===== src/design/jsu_pkg.sv =====
// Package for the Jacobi symbol unit: field widths, symbol codes, sign-flip residues and the
// sequencer state type. No dependencies.
package jsu_pkg;

  localparam int VALUE_W  = 64;
  localparam int SYMBOL_W = 2;

  // Symbol codes, two's complement.
  localparam logic signed [SYMBOL_W-1:0] SYM_ZERO = 2'sb00;
  localparam logic signed [SYMBOL_W-1:0] SYM_POS  = 2'sb01;
  localparam logic signed [SYMBOL_W-1:0] SYM_NEG  = 2'sb11;

  // Residues of the bottom number mod 8 that flip the sign when a two is removed.
  localparam logic [2:0] MOD8_FLIP_LO = 3'd3;
  localparam logic [2:0] MOD8_FLIP_HI = 3'd5;
  // Residue mod 4 that, on both numbers, flips the sign at a swap.
  localparam logic [1:0] MOD4_FLIP = 2'd3;

  typedef enum logic [1:0] {
    ST_IDLE,
    ST_RUN,
    ST_DONE
  } jsu_state_t;

endpackage


===== src/design/jsu_if.sv =====
// Channel interfaces of the Jacobi symbol unit: operand pair in, symbol and invalid-modulus flag out.
// Depends on jsu_pkg.
interface jsu_operand_if;
  import jsu_pkg::*;
  logic               valid;
  logic               ready;
  logic [VALUE_W-1:0] value;
  logic [VALUE_W-1:0] modulus;
  modport source (output valid, output value, output modulus, input ready);
  modport sink   (input valid, input value, input modulus, output ready);
endinterface

interface jsu_result_if;
  import jsu_pkg::*;
  logic                       valid;
  logic                       ready;
  logic signed [SYMBOL_W-1:0] symbol;
  logic                       invalid_modulus;
  modport source (output valid, output symbol, output invalid_modulus, input ready);
  modport sink   (input valid, input symbol, input invalid_modulus, output ready);
endinterface


===== src/design/jacobi_symbol_unit_top.sv =====
// Operation: one shift or one compare-and-subtract per cycle in the shared step
// unit until the first number reaches zero; an even or zero modulus is flagged
// without any steps. Throughput: one item at a time; the next operand transfer
// is taken the cycle after the result transfer. Reset (rst, synchronous) returns
// to idle and drops any pending result.
module jacobi_symbol_unit_top #(
  parameter int WIDTH = 64
) (
  input logic          clk,
  input logic          rst,
  jsu_operand_if.sink  operands,
  jsu_result_if.source result
);
  import jsu_pkg::*;

  jsu_state_t                 state, state_next;
  logic [WIDTH-1:0]           a, a_next;
  logic [WIDTH-1:0]           m, m_next;
  logic                       neg, neg_next;
  logic signed [SYMBOL_W-1:0] sym_q, sym_next;
  logic                       inv_q, inv_next;

  logic             accept;
  logic [WIDTH-1:0] m_in;
  logic             a_lt_m;
  logic [WIDTH-1:0] big, low;

  assign accept = operands.valid && operands.ready;
  assign m_in   = operands.modulus[WIDTH-1:0];

  // Shared step unit: subtract the smaller odd number from the larger one.
  assign a_lt_m = a < m;
  assign big    = a_lt_m ? m : a;
  assign low    = a_lt_m ? a : m;

  always_ff @(posedge clk) begin
    if (rst) begin
      state <= ST_IDLE;
    end else begin
      state <= state_next;
    end
    a     <= a_next;
    m     <= m_next;
    neg   <= neg_next;
    sym_q <= sym_next;
    inv_q <= inv_next;
  end

  always_comb begin
    state_next = state;
    a_next     = a;
    m_next     = m;
    neg_next   = neg;
    sym_next   = sym_q;
    inv_next   = inv_q;
    case (state)
      ST_IDLE: begin
        if (accept) begin
          a_next   = operands.value[WIDTH-1:0];
          m_next   = m_in;
          neg_next = 1'b0;
          sym_next = SYM_ZERO;
          // A zero modulus is even as well.
          if (!m_in[0]) begin
            inv_next   = 1'b1;
            state_next = ST_DONE;
          end else begin
            inv_next   = 1'b0;
            state_next = ST_RUN;
          end
        end
      end
      ST_RUN: begin
        if (a == '0) begin
          // The bottom number is now the gcd; a common factor gives zero.
          if (m == WIDTH'(1)) begin
            sym_next = neg ? SYM_NEG : SYM_POS;
          end else begin
            sym_next = SYM_ZERO;
          end
          state_next = ST_DONE;
        end else if (!a[0]) begin
          a_next = a >> 1;
          if (m[2:0] == MOD8_FLIP_LO || m[2:0] == MOD8_FLIP_HI) begin
            neg_next = !neg;
          end
        end else begin
          // Both odd: swap if needed (reciprocity), then subtract.
          a_next = big - low;
          m_next = low;
          if (a_lt_m && a[1:0] == MOD4_FLIP && m[1:0] == MOD4_FLIP) begin
            neg_next = !neg;
          end
        end
      end
      ST_DONE: begin
        if (result.ready) begin
          state_next = ST_IDLE;
        end
      end
      default: begin
        state_next = ST_IDLE;
      end
    endcase
  end

  assign operands.ready         = (state == ST_IDLE);
  assign result.valid           = (state == ST_DONE);
  assign result.symbol          = sym_q;
  assign result.invalid_modulus = inv_q;

endmodule


===== src/flat_wrapper.sv =====
// flat-port wrapper written by rule: the top's interface ports become plain ports
module jacobi_symbol_unit_top_flat import jsu_pkg::*;
#(
  parameter int WIDTH = 64
)
  (clk, rst, operands_valid, operands_value, operands_modulus, operands_ready, result_valid, result_symbol, result_invalid_modulus, result_ready);
  jsu_operand_if operands_i ();
  jsu_result_if result_i ();
  input logic clk;
  input logic rst;
  input wire logic [$bits(operands_i.valid)-1:0] operands_valid;
  input wire logic [$bits(operands_i.value)-1:0] operands_value;
  input wire logic [$bits(operands_i.modulus)-1:0] operands_modulus;
  output wire logic [$bits(operands_i.ready)-1:0] operands_ready;
  output wire logic [$bits(result_i.valid)-1:0] result_valid;
  output wire logic [$bits(result_i.symbol)-1:0] result_symbol;
  output wire logic [$bits(result_i.invalid_modulus)-1:0] result_invalid_modulus;
  input wire logic [$bits(result_i.ready)-1:0] result_ready;
  assign operands_i.valid = operands_valid;
  assign operands_i.value = operands_value;
  assign operands_i.modulus = operands_modulus;
  assign operands_ready = operands_i.ready;
  assign result_valid = result_i.valid;
  assign result_symbol = result_i.symbol;
  assign result_invalid_modulus = result_i.invalid_modulus;
  assign result_i.ready = result_ready;
  jacobi_symbol_unit_top #(.WIDTH(WIDTH)) u_core (.clk(clk), .rst(rst), .operands(operands_i), .result(result_i));
endmodule

===== config.mk =====
export PLATFORM = sky130hd
export DESIGN_NAME = jacobi_symbol_unit_top_flat
export DESIGN_NICKNAME = d
export VERILOG_FILES = /design/src/design/jsu_pkg.sv /design/src/design/jsu_if.sv /design/src/design/jacobi_symbol_unit_top.sv /design/src/flat_wrapper.sv
export SDC_FILE = /design/constraint.sdc
export NUM_CORES = 1
export LEC_CHECK = 0
export ABC_CLOCK_PERIOD_IN_PS = 17700
export BUFFER_PORTS_ARGS = -buffer_cell sky130_fd_sc_hd__buf_4
export CORE_ASPECT_RATIO = 1.2
export CORE_MARGIN = 4
export CORE_UTILIZATION = 55
export CTS_CLUSTER_DIAMETER = 100
export DETAILED_ROUTE_END_ITERATION = 16
export PLACE_DENSITY = 0.82
export SLEW_MARGIN = 20
export SYNTH_ARGS = -nofsm -noshare
export SYNTH_HDL_FRONTEND = slang
export SYNTH_SLANG_ARGS = --single-unit

===== constraint.sdc =====
create_clock -name clk -period 17.7 [get_ports clk]
set_clock_uncertainty 0.1 [all_clocks]
set_input_delay 0 -clock clk [delete_from_list [all_inputs] [get_ports clk]]
set_output_delay 0 -clock clk [all_outputs]
set_load 0.02 [all_outputs]

======== Yosys cells after proc, flatten, opt, wreduce, memory -nomap -nowiden ========
Index checks and enable logic that the tools add are counted.
cells by class
  mux-type cells .......................... 27
  reduce and logical (&&, ||, !) cells .... 14
  $add $sub $neg .......................... 1
  eq/ne operators ......................... 14
  order comparisons ....................... 1
operator list
  cell                 count
  $mux 64              8
  $pmux 64 s2          2
  $eq 64x1->1 const B  1
  $logic_not 64->1     1
  $lt 64x64->1         1
  $sub 64x64->64       1
  $mux 2               8
  $reduce_and 3->1     3
  $eq 2x2->1 const B   3
  $mux 1               6
  $ne 2x1->1 const B   3
  $pmux 2 s3           1
  $reduce_and 5->1     1
  $ne 2x2->1 const B   2
  $pmux 2 s2           1
  $reduce_and 4->1     1
  $eq 3x2->1 const B   1
  $eq 3x3->1 const B   1
  $logic_and 1x1->1    3
  $ne 3x1->1 const B   1
  $ne 3x3->1 const B   1
  $eq 2x1->1 const B   1
  $logic_not 2->1      1
  $pmux 1 s2           1
  other kinds (4)      4
storage, ports and cells
  register bits ........................... 134
  output and inout bits ................... 5
  logic and storage cells ................. 63
  bits of input ports ..................... 132

======== Logic depth before layout (Yosys ltp) ========
  depth after elaboration ................. 7
  gate-level depth with buffers ........... 30
  mapped depth without buffers ............ 25

======== Worst setup path after synthesis ========
Ideal clock, no wire load.
  path kind ............................... flip-flop to flip-flop
  start point ............................. reg u_core.state[1]
  end point ............................... reg (tool-made name)
  stages on the path, launching flop included .. 6
  path buffers ............................ 0
  setup time .............................. 0.316 ns
  required time ........................... 17.284 ns
  data arrival time ....................... 6.860 ns
  slack ................................... 10.424 ns
  clock period less this slack ............ 7.276 ns
  cell sequence ........................... dfxtp_1 > nor2_1 > and2_1 > or2_2 > a21boi_0 > a21boi_0
RTL lines
  item                    RTL line                      text
  from (decl)             jacobi_symbol_unit_top.sv:16  jsu_state_t state, state_next;
  from (signal assigned)  jacobi_symbol_unit_top.sv:40  state <= state_next;

======== Worst setup path in the final report ========
  start point ............................. reg u_core.m[43]
  end point ............................... reg u_core.a[62], data pin
on the way
  longest elaborated chain between the ends .. 6
  elaborated cells on any way between the ends .. 7
  those cells by class .................... 1 x add/sub; 1 x order compare; 5 x mux
ends and longest elaborated chain
  item                               RTL line                                                    text
  from (decl)                        jacobi_symbol_unit_top.sv:18                                logic [WIDTH-1:0] m, m_next;
  from (signal assigned)             jacobi_symbol_unit_top.sv:43                                m <= m_next;
  $lt 64x64->1                       jacobi_symbol_unit_top.sv:32                                assign a_lt_m = a < m;
  $mux 64, on equally long branches  jacobi_symbol_unit_top.sv:33, jacobi_symbol_unit_top.sv:34
  $sub 64x64->64 (*)                 jacobi_symbol_unit_top.sv:89                                a_next = big - low;
  $mux 64 (*)                        jacobi_symbol_unit_top.sv:82                                end else if (!a[0]) begin
  $mux 64 (*)                        jacobi_symbol_unit_top.sv:74                                if (a == '0) begin
  $pmux 64 s2 (*)                    jacobi_symbol_unit_top.sv:56                                case (state)
  net u_core.a_next[62]              jacobi_symbol_unit_top.sv:17                                logic [WIDTH-1:0] a, a_next;
  to (signal assigned)               jacobi_symbol_unit_top.sv:42                                a <= a_next;
  to (decl)                          jacobi_symbol_unit_top.sv:17
Mark *: on every way through the listed nets, which the timed path passes. The rest lies on a longest branch. The select of a mux whose other input is x is not followed.
A chain may end at the register's enable or synchronous reset.

==> out/results.txt <==
Outcome - finished clean
Cell area after placement - 13900 um^2
Fillers - 1938
IO Count - 137
First-pass GRT wire length - 73000 um
CTS max path bufs - 2
Post-route insts no fill - 2191
GRT overflow - 0
Final worst path period share - 39.6%
Area delta synth->final - 23.2%
Die Width - 148 um
FMAX - 143 MHz
Final Max Tran Viols - 0
Min-Delay Path Class - primary input to flip-flop
Pre-Repair DR Iteration Count - 6
Post-synth EDFFs - 132
Die Height - 176 um
Initial Util - 55.6%
Final hold vios - 0
Post-DP HPWL - 32800 um
Syn_nets - 1866
Yosys Warn Count - 0
Commonest non-fill, non-tap cell in the layout - nand2_1
Antenna Cells - 0
Post-CTS Hold Fix Bufs - 132
FFs w/ async S/R, synth - 0%
Power, Total - 1.80 mW
Port bufs - 136
Initial antenna violation count - 0
Post-CTS sizing - 0
Clock Sinks - 134
Remaining DRCs - 0
RSZ-0062 raised after global routing - no
Hold_ws - 0.0195 ns
Leakage - 6.73 nW
Sequential-to-total area share from yosys stat - 31.1%
Post-route cell area - 15800 um^2
Vias in the first global route - 13400
Setup violations, final - 0
Slew margin rel. - 30.4%
Commonest non-fill, non-tap cells in the layout - nand2_1, a21oi_1, o21ai_0
Drt total wl - 47100 um
Area contributors post-synth - edfxtp_1, a21oi_1, o21ai_0
DR vias - 13900
Worst-path maximum fanout - 46
Ys flop type - edfxtp_1
Setup Buffers After CTS - 0
Maximum VDD drop - 0.0688 mV
TritonCTS clock tree - done
DRT iter0 DRCs - 1405
Worst skew pair latency - 0.44 ns
Critical Path Source Type - flip-flop
GP Congestion - 1.01
R2R setup slack - 10.68 ns
Max Cap Violations - 0
Rows - 61
Mean Syn Cell Area - 7.71 um^2
Pwr per Cell Area - 113 nW/um^2
Yosys top cell area share - 30.8%
Cells after DPL - 2027
Final nets - 2059
Clock slew at the register clock pins of the worst setup and hold paths - 0.07 ns
WP data required - 17.78 ns
Yosys top cell by area - edfxtp_1
CP endpoint kind - flip-flop
Synth Instances - 1670
Post-DR wirelength/cell - 21.5 um
Post-synth cell types - 80
Core area - 23100 um^2
Total negative setup slack - 0 ns
Worst Path Arrival - 7.10 ns
Die ar. - 25900 um^2
All-layer global routing usage - 35.5%
Flops & latches, synth - 134
Post-DR vias/cell - 6.33
Clock Root Buffer - clkbuf_16
Share of layout cells above drive strength 1 - 11.8%
Worst Path Class, Setup - flip-flop to flip-flop
Post-route ant nets - 0
Largest net degree at the start of global routing - 100
H-tree Lvls - 4
Min Tclk post-route - 7.02 ns
TritonCTS buffer count - 17
Tightest Pin Transition - 1.04 ns
Post-Synthesis Cell Area - 12900 um^2
==> cell families after synthesis <==
family,after synthesis,synth area share [%]
AO/OA/AOI/OAI,563,26.9
XOR/XNOR,55,3.74
adder cells (fa/ha/maj),64,6.22
buffers and inverters,188,6.01
flip-flops,134,31.1
multiplexers,38,2.97
AND/OR/NAND/NOR,628,23.0
==> critical path, cell delays in order, from the launching register on <==
cell	delay (ns)
edfxtp_1	0.52
inv_1	0.12
ha_1	0.54
nand4_1	0.19
nor3_1	0.71
a22oi_1	0.21
nand2_1	0.20
and2_1	0.15
buf_4	0.47
nor2_4	0.11
nand2_1	0.11
o22a_1	0.17
ha_1	0.19
o21ai_0	0.10
nand2_1	0.09
a21oi_1	0.08
or4_1	0.42
o31a_1	0.13
a31oi_1	0.23
nor3_1	0.18
o311a_1	0.33
nor2_2	0.28
a41o_1	0.33
a311o_1	0.32
nand3_1	0.21
nand4_1	0.15
o211ai_1	0.09
==> registers in the layout, indices dropped and copies added, names as in the netlist, named ones only <==
register / cells
u_core.a: 64
u_core.m: 63
u_core.result.symbol: 2
u_core.state: 2
u_core.neg: 1
u_core.result.invalid_modulus: 1
==> cell type report <==
| type | instances | area, um^2 | area share (%) |
|---|---|---|---|
| tap | 315 | 394 | 2.49 |
| multi-input combinational | 1348 | 8130 | 51.3 |
| inverter | 81 | 304 | 1.92 |
| clock inverter | 13 | 149 | 0.939 |
| timing repair buffer | 281 | 2440 | 15.4 |
| clock buffer | 19 | 433 | 2.73 |
| sequential | 134 | 4000 | 25.3 |
==> where the power goes <==
group          internal (mW)  leakage [nW]  switching, mW  total (mW)
Combinational          0.361          5.16          0.586       0.946
Clock                  0.209         0.274          0.161       0.371
Sequential             0.413          1.30         0.0665       0.480
==> synthesized netlist by cell type, types with 16 or more instances <==
master,n
a21o_1,25
a21oi_1,178
a31oi_1,20
and2_1,16
and3_1,21
buf_2,18
clkbuf_1,75
edfxtp_1,132
ha_1,64
inv_1,81
mux2i_1,37
nand2_1,222
nand2b_1,32
nand3_1,29
nand4_1,34
nor2_1,149
nor2b_1,20
nor3_1,24
nor4_1,46
o211ai_1,17
o21ai_0,171
o22ai_1,23
xnor2_1,30
xor2_1,25
==> per-stage QoR <==
step | setup slack, ns | util [%]
after detailed placement | 10.94 | 60.3
after global routing | 10.41 | 68.5
after floorplan | 10.42 | -
after global placement | 10.93 | 60.3
after CTS | 10.86 | 68.5
final | 10.68 | 68.5
==> layer usage <==
layer / vias to the layer above / GRT usage (%) / part of all wire (%)
li1: 6511 / - / -
met1: 6454 / 45.4 / 39
met2: 734 / 58.7 / 47
met3: 161 / 4.21 / 7.9
met4: 0 / 19.2 / 5.6
met5: - / 0 / 0
==> path summary, 6_finish.rpt <==
kind,start,endpoint,depth (start not counted)
hold reg to reg,u_core.neg,u_core.neg,1
setup / recovery,u_core.m[43],u_core.a[62],26
setup reg to reg,u_core.m[43],u_core.a[62],26
hold / removal,operands_value[59],u_core.a[59],4
Power figures use the tool's default switching activity.
